--- src/dmbms_pkg.sv ---
// ----------------------------------------------------------------------------
// dmbms_pkg
// Shared widths, scoring constants, register indexes and pipeline word types
// for the display mode best-match selector.
// ----------------------------------------------------------------------------
package dmbms_pkg;

  localparam int SIZE_W    = 14;
  localparam int REFRESH_W = 10;
  localparam int INDEX_W   = 6;
  localparam int AREA_W    = 2 * SIZE_W;
  localparam int SCORE_W   = 33;
  localparam int CFG_IDX_W = 2;
  localparam int CFG_DATA_W = SIZE_W;

  localparam int SCORE_EXACT    = 1000000;
  localparam int SCORE_NEAR     = 500000;
  localparam int REFRESH_WEIGHT = 100;

  // Weighted refresh difference stays below 2^17 (1023 * 100).
  localparam int RD_X_W = 17;

  localparam logic [CFG_IDX_W-1:0] REG_PREF_WIDTH   = 2'd0;
  localparam logic [CFG_IDX_W-1:0] REG_PREF_HEIGHT  = 2'd1;
  localparam logic [CFG_IDX_W-1:0] REG_PREF_REFRESH = 2'd2;

  // First stage word: squares and area of one mode.
  typedef struct packed {
    logic [SIZE_W-1:0]    w;
    logic [SIZE_W-1:0]    h;
    logic [REFRESH_W-1:0] r;
    logic                 last;
    logic                 pref_mode;
    logic                 exact;
    logic                 rnz;
    logic [REFRESH_W-1:0] rd;
    logic [AREA_W-1:0]    dw2;
    logic [AREA_W-1:0]    dh2;
    logic [AREA_W-1:0]    area;
    logic [SIZE_W-1:0]    pw;
    logic [SIZE_W-1:0]    ph;
  } sq_word_t;

  // Second stage word: finished score of one mode.
  typedef struct packed {
    logic [SIZE_W-1:0]         w;
    logic [SIZE_W-1:0]         h;
    logic [REFRESH_W-1:0]      r;
    logic                      last;
    logic                      pref_mode;
    logic [AREA_W-1:0]         area;
    logic [SIZE_W-1:0]         pw;
    logic [SIZE_W-1:0]         ph;
    logic signed [SCORE_W-1:0] score;
  } scored_t;

endpackage

--- src/dmbms_score.sv ---
// ----------------------------------------------------------------------------
// dmbms_score
// Two-stage scoring pipeline: squared size distance, area and refresh
// difference in the first stage, the preference score in the second.
// ----------------------------------------------------------------------------
module dmbms_score (
  input  logic                               clk,
  input  logic                               rst_n,
  input  logic                               in_valid,
  output logic                               in_ready,
  input  logic [dmbms_pkg::SIZE_W-1:0]       mode_width,
  input  logic [dmbms_pkg::SIZE_W-1:0]       mode_height,
  input  logic [dmbms_pkg::REFRESH_W-1:0]    mode_refresh,
  input  logic                               is_last,
  input  logic [dmbms_pkg::SIZE_W-1:0]       pref_width,
  input  logic [dmbms_pkg::SIZE_W-1:0]       pref_height,
  input  logic [dmbms_pkg::REFRESH_W-1:0]    pref_refresh,
  output logic                               item_valid,
  input  logic                               item_ready,
  output dmbms_pkg::scored_t                 item
);

  localparam int SW = dmbms_pkg::SCORE_W;

  logic                   p1_v_r, p1_v_nxt;
  logic                   p2_v_r, p2_v_nxt;
  dmbms_pkg::sq_word_t    p1_r, p1_nxt;
  dmbms_pkg::scored_t     p2_r, p2_nxt;
  logic                   ld1, ld2, p2_free;

  logic [dmbms_pkg::SIZE_W-1:0]    adw, adh;
  logic [dmbms_pkg::RD_X_W-1:0]    rd_x;
  logic [SW-1:0]                   score_u;

  assign p2_free  = !p2_v_r || item_ready;
  assign ld2      = p1_v_r && p2_free;
  assign in_ready = !p1_v_r || p2_free;
  assign ld1      = in_valid && in_ready;

  // Stage 1: distances, squares and area.
  always_comb begin
    adw = (mode_width > pref_width) ? mode_width - pref_width : pref_width - mode_width;
    adh = (mode_height > pref_height) ? mode_height - pref_height
                                      : pref_height - mode_height;
    p1_nxt.w         = mode_width;
    p1_nxt.h         = mode_height;
    p1_nxt.r         = mode_refresh;
    p1_nxt.last      = is_last;
    p1_nxt.pref_mode = (pref_width != '0) && (pref_height != '0);
    p1_nxt.exact     = (mode_width == pref_width) && (mode_height == pref_height);
    p1_nxt.rnz       = (pref_refresh != '0);
    p1_nxt.rd        = (mode_refresh > pref_refresh) ? mode_refresh - pref_refresh
                                                     : pref_refresh - mode_refresh;
    p1_nxt.dw2       = dmbms_pkg::AREA_W'(adw) * dmbms_pkg::AREA_W'(adw);
    p1_nxt.dh2       = dmbms_pkg::AREA_W'(adh) * dmbms_pkg::AREA_W'(adh);
    p1_nxt.area      = dmbms_pkg::AREA_W'(mode_width) * dmbms_pkg::AREA_W'(mode_height);
    p1_nxt.pw        = pref_width;
    p1_nxt.ph        = pref_height;
  end

  // Stage 2: fold into one signed score.
  always_comb begin
    rd_x = dmbms_pkg::RD_X_W'(p1_r.rd) *
           dmbms_pkg::RD_X_W'(dmbms_pkg::REFRESH_WEIGHT);
    if (p1_r.exact) begin
      if (p1_r.rnz) begin
        score_u = SW'(dmbms_pkg::SCORE_EXACT) - SW'(rd_x);
      end else begin
        score_u = SW'(dmbms_pkg::SCORE_EXACT) + SW'(p1_r.r);
      end
    end else begin
      score_u = SW'(dmbms_pkg::SCORE_NEAR) - SW'(p1_r.dw2) - SW'(p1_r.dh2)
              - (p1_r.rnz ? SW'(p1_r.rd) : '0);
    end
    p2_nxt.w         = p1_r.w;
    p2_nxt.h         = p1_r.h;
    p2_nxt.r         = p1_r.r;
    p2_nxt.last      = p1_r.last;
    p2_nxt.pref_mode = p1_r.pref_mode;
    p2_nxt.area      = p1_r.area;
    p2_nxt.pw        = p1_r.pw;
    p2_nxt.ph        = p1_r.ph;
    p2_nxt.score     = $signed(score_u);
  end

  always_comb begin
    p1_v_nxt = in_ready ? in_valid : p1_v_r;
    p2_v_nxt = p2_free ? p1_v_r : p2_v_r;
  end

  always_ff @(posedge clk) begin
    if (!rst_n) begin
      p1_v_r <= 1'b0;
      p2_v_r <= 1'b0;
    end else begin
      p1_v_r <= p1_v_nxt;
      p2_v_r <= p2_v_nxt;
    end
  end

  always_ff @(posedge clk) begin
    if (ld1) begin
      p1_r <= p1_nxt;
    end
    if (ld2) begin
      p2_r <= p2_nxt;
    end
  end

  assign item_valid = p2_v_r;
  assign item       = p2_r;

endmodule

--- src/dmbms_track.sv ---
// ----------------------------------------------------------------------------
// dmbms_track
// Running best mode of the current list and the result register that
// reports it after the last mode.
// ----------------------------------------------------------------------------
module dmbms_track #(
  parameter int MAX_MODES = 64
) (
  input  logic                               clk,
  input  logic                               rst_n,
  input  logic                               item_valid,
  output logic                               item_ready,
  input  dmbms_pkg::scored_t                 item,
  output logic                               out_valid,
  input  logic                               out_ready,
  output logic [dmbms_pkg::INDEX_W-1:0]      best_index,
  output logic [dmbms_pkg::SIZE_W-1:0]       best_width,
  output logic [dmbms_pkg::SIZE_W-1:0]       best_height,
  output logic [dmbms_pkg::REFRESH_W-1:0]    best_refresh,
  output logic                               exact_match
);

  localparam int CNT_W = (MAX_MODES > 1) ? $clog2(MAX_MODES) : 1;
  localparam int EXT_W = CNT_W + dmbms_pkg::INDEX_W;

  logic signed [dmbms_pkg::SCORE_W-1:0] best_r, best_nxt;
  logic [CNT_W-1:0]                     cnt_r, cnt_nxt;
  logic [CNT_W-1:0]                     ch_idx_r, ch_idx_nxt;
  logic [dmbms_pkg::SIZE_W-1:0]         ch_w_r, ch_w_nxt;
  logic [dmbms_pkg::SIZE_W-1:0]         ch_h_r, ch_h_nxt;
  logic [dmbms_pkg::REFRESH_W-1:0]      ch_r_r, ch_r_nxt;
  logic [dmbms_pkg::AREA_W-1:0]         ch_area_r, ch_area_nxt;
  logic                                 out_valid_r, out_valid_nxt;
  logic [dmbms_pkg::INDEX_W-1:0]        o_idx_r;
  logic [dmbms_pkg::SIZE_W-1:0]         o_w_r, o_h_r;
  logic [dmbms_pkg::REFRESH_W-1:0]      o_r_r;
  logic                                 o_exact_r;
  logic [EXT_W-1:0]                     idx_ext;

  logic fire, report, first, better, nonpref_win, take_mode;

  // A non-last word never needs the result register.
  assign item_ready = !item.last || !out_valid_r || out_ready;
  assign fire       = item_valid && item_ready;
  assign report     = fire && item.last;

  always_comb begin
    first       = (cnt_r == '0);
    better      = (item.score > best_r);
    nonpref_win = (item.r > ch_r_r) || ((item.r == ch_r_r) && (item.area > ch_area_r));
    take_mode   = first || (item.pref_mode ? better : nonpref_win);

    best_nxt    = best_r;
    cnt_nxt     = cnt_r;
    ch_idx_nxt  = ch_idx_r;
    ch_w_nxt    = ch_w_r;
    ch_h_nxt    = ch_h_r;
    ch_r_nxt    = ch_r_r;
    ch_area_nxt = ch_area_r;

    if (fire) begin
      if (item.pref_mode && better) begin
        best_nxt = item.score;
      end
      if (take_mode) begin
        ch_idx_nxt  = cnt_r;
        ch_w_nxt    = item.w;
        ch_h_nxt    = item.h;
        ch_r_nxt    = item.r;
        ch_area_nxt = item.area;
      end
      // Saturate the position counter at the last slot.
      if (cnt_r < CNT_W'(MAX_MODES - 1)) begin
        cnt_nxt = cnt_r + 1'b1;
      end
      if (item.last) begin
        best_nxt = '1;  // minus one
        cnt_nxt  = '0;
      end
    end

    out_valid_nxt = out_valid_r && !out_ready;
    if (report) begin
      out_valid_nxt = 1'b1;
    end

    idx_ext = EXT_W'(ch_idx_nxt);
  end

  always_ff @(posedge clk) begin
    if (!rst_n) begin
      best_r      <= '1;
      cnt_r       <= '0;
      ch_idx_r    <= '0;
      ch_w_r      <= '0;
      ch_h_r      <= '0;
      ch_r_r      <= '0;
      ch_area_r   <= '0;
      out_valid_r <= 1'b0;
    end else begin
      best_r      <= best_nxt;
      cnt_r       <= cnt_nxt;
      ch_idx_r    <= ch_idx_nxt;
      ch_w_r      <= ch_w_nxt;
      ch_h_r      <= ch_h_nxt;
      ch_r_r      <= ch_r_nxt;
      ch_area_r   <= ch_area_nxt;
      out_valid_r <= out_valid_nxt;
    end
  end

  always_ff @(posedge clk) begin
    if (report) begin
      o_idx_r   <= idx_ext[dmbms_pkg::INDEX_W-1:0];
      o_w_r     <= ch_w_nxt;
      o_h_r     <= ch_h_nxt;
      o_r_r     <= ch_r_nxt;
      o_exact_r <= item.pref_mode && (ch_w_nxt == item.pw) && (ch_h_nxt == item.ph);
    end
  end

  assign out_valid    = out_valid_r;
  assign best_index   = o_idx_r;
  assign best_width   = o_w_r;
  assign best_height  = o_h_r;
  assign best_refresh = o_r_r;
  assign exact_match  = o_exact_r;

endmodule

--- src/display_mode_best_match_selector.sv ---
// ----------------------------------------------------------------------------
// display_mode_best_match_selector
// Picks the best display mode of a list, by preference score or by highest
// refresh and area, and reports it after the last mode of the list.
// ----------------------------------------------------------------------------
//  channel | direction | handshake          | word
//  --------+-----------+--------------------+--------------------------------
//  in_     | input     | in_valid/in_ready  | width, height, refresh, is_last
//  out_    | output    | out_valid/out_ready| index, size, refresh, exact
//  cfg_    | input     | cfg_we             | pref width/height/refresh
//
//  One mode per cycle while in_ready is high. A list's result word passes the
//  squares register, loaded as the mode is taken, then the score register,
//  and the tracker then loads the result into the output register.
//  Reset clears the pipeline valids and index counter; running best goes to -1.
//  in_ready falls only when a last word reaches the tracker while the output
//  register still holds an untaken word and both pipeline stages are full.
// ----------------------------------------------------------------------------
module display_mode_best_match_selector #(
  parameter int MAX_MODES = 64
) (
  input  logic                               clk,
  input  logic                               rst_n,
  input  logic                               in_valid,
  output logic                               in_ready,
  input  logic [dmbms_pkg::SIZE_W-1:0]       in_mode_width,
  input  logic [dmbms_pkg::SIZE_W-1:0]       in_mode_height,
  input  logic [dmbms_pkg::REFRESH_W-1:0]    in_mode_refresh,
  input  logic                               in_is_last,
  output logic                               out_valid,
  input  logic                               out_ready,
  output logic [dmbms_pkg::INDEX_W-1:0]      out_best_index,
  output logic [dmbms_pkg::SIZE_W-1:0]       out_best_width,
  output logic [dmbms_pkg::SIZE_W-1:0]       out_best_height,
  output logic [dmbms_pkg::REFRESH_W-1:0]    out_best_refresh,
  output logic                               out_exact_match,
  input  logic                               cfg_we,
  input  logic [dmbms_pkg::CFG_IDX_W-1:0]    cfg_index,
  input  logic [dmbms_pkg::CFG_DATA_W-1:0]   cfg_wdata
);

  logic [dmbms_pkg::SIZE_W-1:0]    pref_w_r, pref_w_nxt;
  logic [dmbms_pkg::SIZE_W-1:0]    pref_h_r, pref_h_nxt;
  logic [dmbms_pkg::REFRESH_W-1:0] pref_r_r, pref_r_nxt;

  logic               item_valid, item_ready;
  dmbms_pkg::scored_t item;

  always_comb begin
    pref_w_nxt = pref_w_r;
    pref_h_nxt = pref_h_r;
    pref_r_nxt = pref_r_r;
    if (cfg_we) begin
      case (cfg_index)
        dmbms_pkg::REG_PREF_WIDTH:   pref_w_nxt = cfg_wdata;
        dmbms_pkg::REG_PREF_HEIGHT:  pref_h_nxt = cfg_wdata;
        dmbms_pkg::REG_PREF_REFRESH: pref_r_nxt = cfg_wdata[dmbms_pkg::REFRESH_W-1:0];
        default: ;
      endcase
    end
  end

  always_ff @(posedge clk) begin
    if (!rst_n) begin
      pref_w_r <= '0;
      pref_h_r <= '0;
      pref_r_r <= '0;
    end else begin
      pref_w_r <= pref_w_nxt;
      pref_h_r <= pref_h_nxt;
      pref_r_r <= pref_r_nxt;
    end
  end

  dmbms_score u_score (
    .clk          (clk),
    .rst_n        (rst_n),
    .in_valid     (in_valid),
    .in_ready     (in_ready),
    .mode_width   (in_mode_width),
    .mode_height  (in_mode_height),
    .mode_refresh (in_mode_refresh),
    .is_last      (in_is_last),
    .pref_width   (pref_w_r),
    .pref_height  (pref_h_r),
    .pref_refresh (pref_r_r),
    .item_valid   (item_valid),
    .item_ready   (item_ready),
    .item         (item)
  );

  dmbms_track #(
    .MAX_MODES (MAX_MODES)
  ) u_track (
    .clk          (clk),
    .rst_n        (rst_n),
    .item_valid   (item_valid),
    .item_ready   (item_ready),
    .item         (item),
    .out_valid    (out_valid),
    .out_ready    (out_ready),
    .best_index   (out_best_index),
    .best_width   (out_best_width),
    .best_height  (out_best_height),
    .best_refresh (out_best_refresh),
    .exact_match  (out_exact_match)
  );

endmodule

--- config.mk ---
export PLATFORM = sky130hd
export DESIGN_NAME = display_mode_best_match_selector
export DESIGN_NICKNAME = d
export VERILOG_FILES = /design/src/dmbms_pkg.sv /design/src/dmbms_score.sv /design/src/dmbms_track.sv /design/src/display_mode_best_match_selector.sv
export SDC_FILE = /design/constraint.sdc
export NUM_CORES = 2
export LEC_CHECK = 0
export ABC_AREA = 1
export BUFFER_PORTS_ARGS = -buffer_cell sky130_fd_sc_hd__buf_2
export CAP_MARGIN = 20
export CORE_UTILIZATION = 45
export DETAILED_ROUTE_END_ITERATION = 6
export PLACE_DENSITY = 0.58
export SLEW_MARGIN = 20
export SYNTH_ARGS = -nofsm -noshare
export SYNTH_HDL_FRONTEND = slang
export SYNTH_SLANG_ARGS = --single-unit
--- constraint.sdc ---
create_clock -name clk -period 9.35 [get_ports clk]
set_input_delay 0.935 -clock clk [delete_from_list [all_inputs] [get_ports clk]]
set_output_delay 0.935 -clock clk [all_outputs]
set_load 0.02 [all_outputs]
Word level (Yosys, flattened, before mapping)
Cells that the tools add are included.

word-level totals
  word-level logic and storage cells = 125
  memory bits (writable) = 0
  input bits = 60
  memories kept = 0
  output and inout bits = 47
  register bits after elaboration = 490
  bits in latches = 0
  ROM bits = 0

cells by class
  order comparisons = 7
  $mul = 4
  mux-type cells = 20
  divide/modulo/power cells = 0
  reduce and logical (&&, ||, !) cells = 35
  eq/ne operators = 7
  $add $sub $neg = 12
  bitwise logic cells = 0
  shifts and indexed selects = 0

operators with widths
  kind                                                number
  2-to-1 mux 33 bit                                   4
  multiplier 14 x 14 -> 28 bit                        3
  2-to-1 mux 14 bit                                   6
  == test 14 bit                                      4
  subtractor 14 bit                                   4
  2-to-1 mux 10 bit                                   4
  greater-than comparator 33 bit                      1
  subtractor 33 x 28 -> 33 bit                        1
  subtractor 33 bit                                   1
  subtractor 19 x 28 -> 29 bit, first input constant  1
  greater-than comparator 14 bit                      2
  greater-than comparator 28 bit                      1
  nonzero test 14 bit                                 2
  2-to-1 mux 6 bit                                    4
  adder 20 x 10 -> 21 bit, first input constant       1
  subtractor 20 x 17 -> 21 bit, first input constant  1
  greater-than comparator 10 bit                      2
  subtractor 10 bit                                   2
  multiplier 10 x 5 -> 15 bit, second input constant  1
  AND reduction 2 bit                                 6
  logical AND 1 bit                                   11
  == test 10 bit                                      1
  nonzero test 10 bit                                 1
  adder 6 x 1 -> 6 bit, second input constant         1
  9 further kinds                                     20

Logic depth before layout (Yosys ltp)
  depth after elaboration = 10
  depth in mapped cells = 43
  gate-level depth less buffers = 39

Modules after synthesis
From an unflattened synthesis, not the netlist that was laid out.

second synthesis, totals
  cell total of the unflattened synthesis = 5397
  area, all modules = 45254.7 µm²

modules (own cells, without submodules)
  module                            area each (µm²)  cells each  seq. area each (µm²)  instances
  dmbms_score                       35246.3          4073        8718.4                1
  dmbms_track                       8368.0           1078        3593.4                1
  display_mode_best_match_selector  1640.3           246         760.7                 1

Worst setup path after synthesis
Ideal clock, no wire load.

  kind = in2reg
  start point = input in_mode_width[7] in the netlist's numbering
  end point = register u_score.p1_r[108] in the netlist's numbering (data pin)
  buffers on the path = 2
  data required time = 9.086 ns
  stages = 36
  path slack = 0.671 ns
  arrival time = 8.416 ns
  setup time = 0.264 ns
  cell sequence = clkbuf_1 inv_1 ha_1 a21o_1 a21oi_1 nand3_2 a21oi_2 o21ai_2 nand2_4 buf_6 mux2i_2 xor2_2 inv_2 nand2_1 fa_1 fa_1 inv_1 fa_1 inv_1 fa_1 inv_1 fa_1 inv_1 fa_1 inv_1 ha_1 nand2_1 o21ai_0 nand2_1 o211ai_1 a31oi_1 o21ai_0 a21oi_1 o21ai_0 a31oi_1 xor2_1

RTL lines
  element               line                                    RTL
  from (decl)           display_mode_best_match_selector.sv:26  input logic [dmbms_pkg::SIZE_W-1:0] in_mode_width,
  to (signal assigned)  dmbms_score.sv:103                      p1_r <= p1_nxt;
  to (decl)             dmbms_score.sv:27                       dmbms_pkg::sq_word_t p1_r, p1_nxt;

==> metrics.cfg <==
[status]
status=finished clean

[synthesis]
synth_nets=5935
synthTopCellsByCount=inv_1 (1112), nand2_1 (876), ha_1 (499), fa_1 (394), nor2_1 (356)
netlist_area_sq_um=43700
synth.most_common_cell=inv_1
ys_seq_area_share_pct=30.05
netlist.area_leader.share_pct=23.09
syn_inst=4982
synth.distinct_cells=63
synth_area_leaders=edfxtp_1 (23%), fa_1 (18%), ha_1 (14%)
synth_ff_type=edfxtp_1
yosys_warnings=0
synth_largest_area_cell=edfxtp_1
avgSynthCellArea_sq_um=8.772
async_reset_ff_share_pct=0
synth_edf_count=336
ys_seq_elements=488

[sta]
worstMarginPinSlew_ns=1.170
tns_ns=0
min_period_ns=8.572
finalMaxSlewViolations=0
slew_headroom_pct=21.98
setup_violations=0
rsz0062_at_grt=no
finalCritPeriodShare_pct=91.68
timing.final.ws_setup_ns=0.7783
timing.fmax_mhz=116.7
hold_viol_final=0
finalClockSkew_ns=0.05696

[cells_and_area]
nets=6066
final.fill_count=9116
drive_gt1_share_pct=7.052
syn_to_final_growth_pct=9.837
antenna_cells=0
seq_area_sq_um=13130
multi_input_area_sq_um=25890
stdcell_count=6427

[cts]
cts.path.max_buffers=3
tritoncts=built
cts_num_sinks=488
htree_levels=2
clk_pin_slew_ns=0.06
ctsRootBufferMaster=clkbuf_16
numCtsBuffers=57
holdBufCountCts=0
post_cts_resized=0
clock_latency_ns=0.68
cts_setup_buffers=0

[floorplanning]
die_w_um=313.6
core_sq_um=95580
initial_core_util_pct=45.73
rows=113
dieHeight_um=313.6
die_area_sq_um=98370
pin_count=107

[detailed_routing]
first_pass_iters=6
postRouteAntennaNets=0
via_per_inst=5.115
drc=0
num_vias=32870
drtIter0Drc=2386
routed_wl_um=116800
routedWlPerCell_um=18.18

[setup_path]
cp-end-kind=register
cp.arrival_ns=8.95
start_kind=register
critical_path.most_common_cell=inv_1
cp_data_required_time_ns=9.73
criticalPathCategory=register to register
critPathTopFamily=adder cells
cp_max_fo=17
crit_path_start=pref_w_r[7]$_SDFFE_PN0P_
cp.buffers_inverters=8
r2r-start=pref_w_r[7]$_SDFFE_PN0P_
slowest_delay_ns=0.58
cp_slowest_cell=dfxtp_1

[min_path]
holdCritStartpoint=u_score.p1_r[13]$_DFFE_PP_
worstHoldPathType=register to register

[global_route]
grt_pass1_vias=32590
grt_overflow_total=0
grt_start_max_net_pins=163
grt_pass1_wl_um=183600
antenna_found_initial=10
grt.total_usage_pct=24.20

[place]
portBuffers=106
dp_cells=6318
place_ws_ns=0.3137
place_congestion=0.9188
hpwl_um=94310

[flow_run]
max_cap_viol_count=0

## worst paths after layout
kind,to,slack [ns],depth (start not counted)
min,u_score.item[46]$_DFFE_PP_,0.40,0
min reg2reg,u_score.item[46]$_DFFE_PP_,0.40,0
max,u_score.p1_r[108]$_DFFE_PP_,0.78,36
max reg2reg,u_score.p1_r[108]$_DFFE_PP_,0.78,36
## per-stage QoR
step / hold WS (ns) / utilization, % / instance area [sq um]
6_report: 0.4006 / 50.23 / 48000
2_1_floorplan: 0.4003 / - / 43700
3_5_place_dp: 0.4045 / 48.07 / 45940
4_1_cts: 0.3973 / 50.20 / 47980
5_1_grt: 0.4023 / 50.23 / 48000
3_3_place_gp: 0.4007 / 48.07 / 45940
## layout make-up
cell class,count,share of cell area [%]
Tap cell,1265,3.297
Clock inverter,47,1.222
Clock buffer,61,3.024
Inverter,1130,8.852
Sequential cell,488,27.36
Multi-Input combinational cell,3256,53.93
Timing Repair Buffer,180,2.320
## layer usage
layer	up-vias	global-route usage [%]	part of all wire, %
li1	16010	-	-
met1	15970	34.43	47
met2	763	39.48	46
met3	132	2.421	5.0
met4	0	6.208	2.2
met5	-	0	0
## flip-flops by register name, indices dropped and copies added (netlist names), 28 cells and up
name / count
u_track.ch_area_r: 28
u_score.p1_r: 162
u_score.item: 129
u_track.best_r: 33
## placed cells by master (no fill, tap or decap), types with 9 or more instances in the layout
cell / n
inv_6: 9
xor2_2: 12
o21ai_1: 10
inv_1: 1109
a21oi_1: 293
clkinv_2: 10
buf_4: 73
fa_1: 394
inv_2: 14
nand2_2: 10
a21o_1: 24
edfxtp_1: 336
or2_2: 16
clkinvlp_4: 9
o21ai_2: 9
xor2_1: 96
xnor2_1: 47
nand3_1: 109
dfxtp_1: 152
a221oi_1: 9
nor2_1: 355
o211ai_1: 46
nand3b_1: 36
o21bai_1: 9
a31oi_1: 12
nor3_1: 36
o21a_1: 19
nor4_1: 16
clkbuf_16: 57
buf_2: 105
nand2_1: 875
nand4_1: 21
o21ai_0: 234
ha_1: 499
## logic make-up after synthesis
family          count (synthesis)  synth area share, %
simple gates                 1490                13.99
buf+inv                      1238                10.75
fa+ha+maj                     893                32.33
compound gates                709                9.236
flops                         488                30.05
xor+xnor                      157                3.438
mux                             7               0.1975
Power is not shown: default switching activity piles up to over one toggle a cycle in this logic, so the estimate is an artifact.
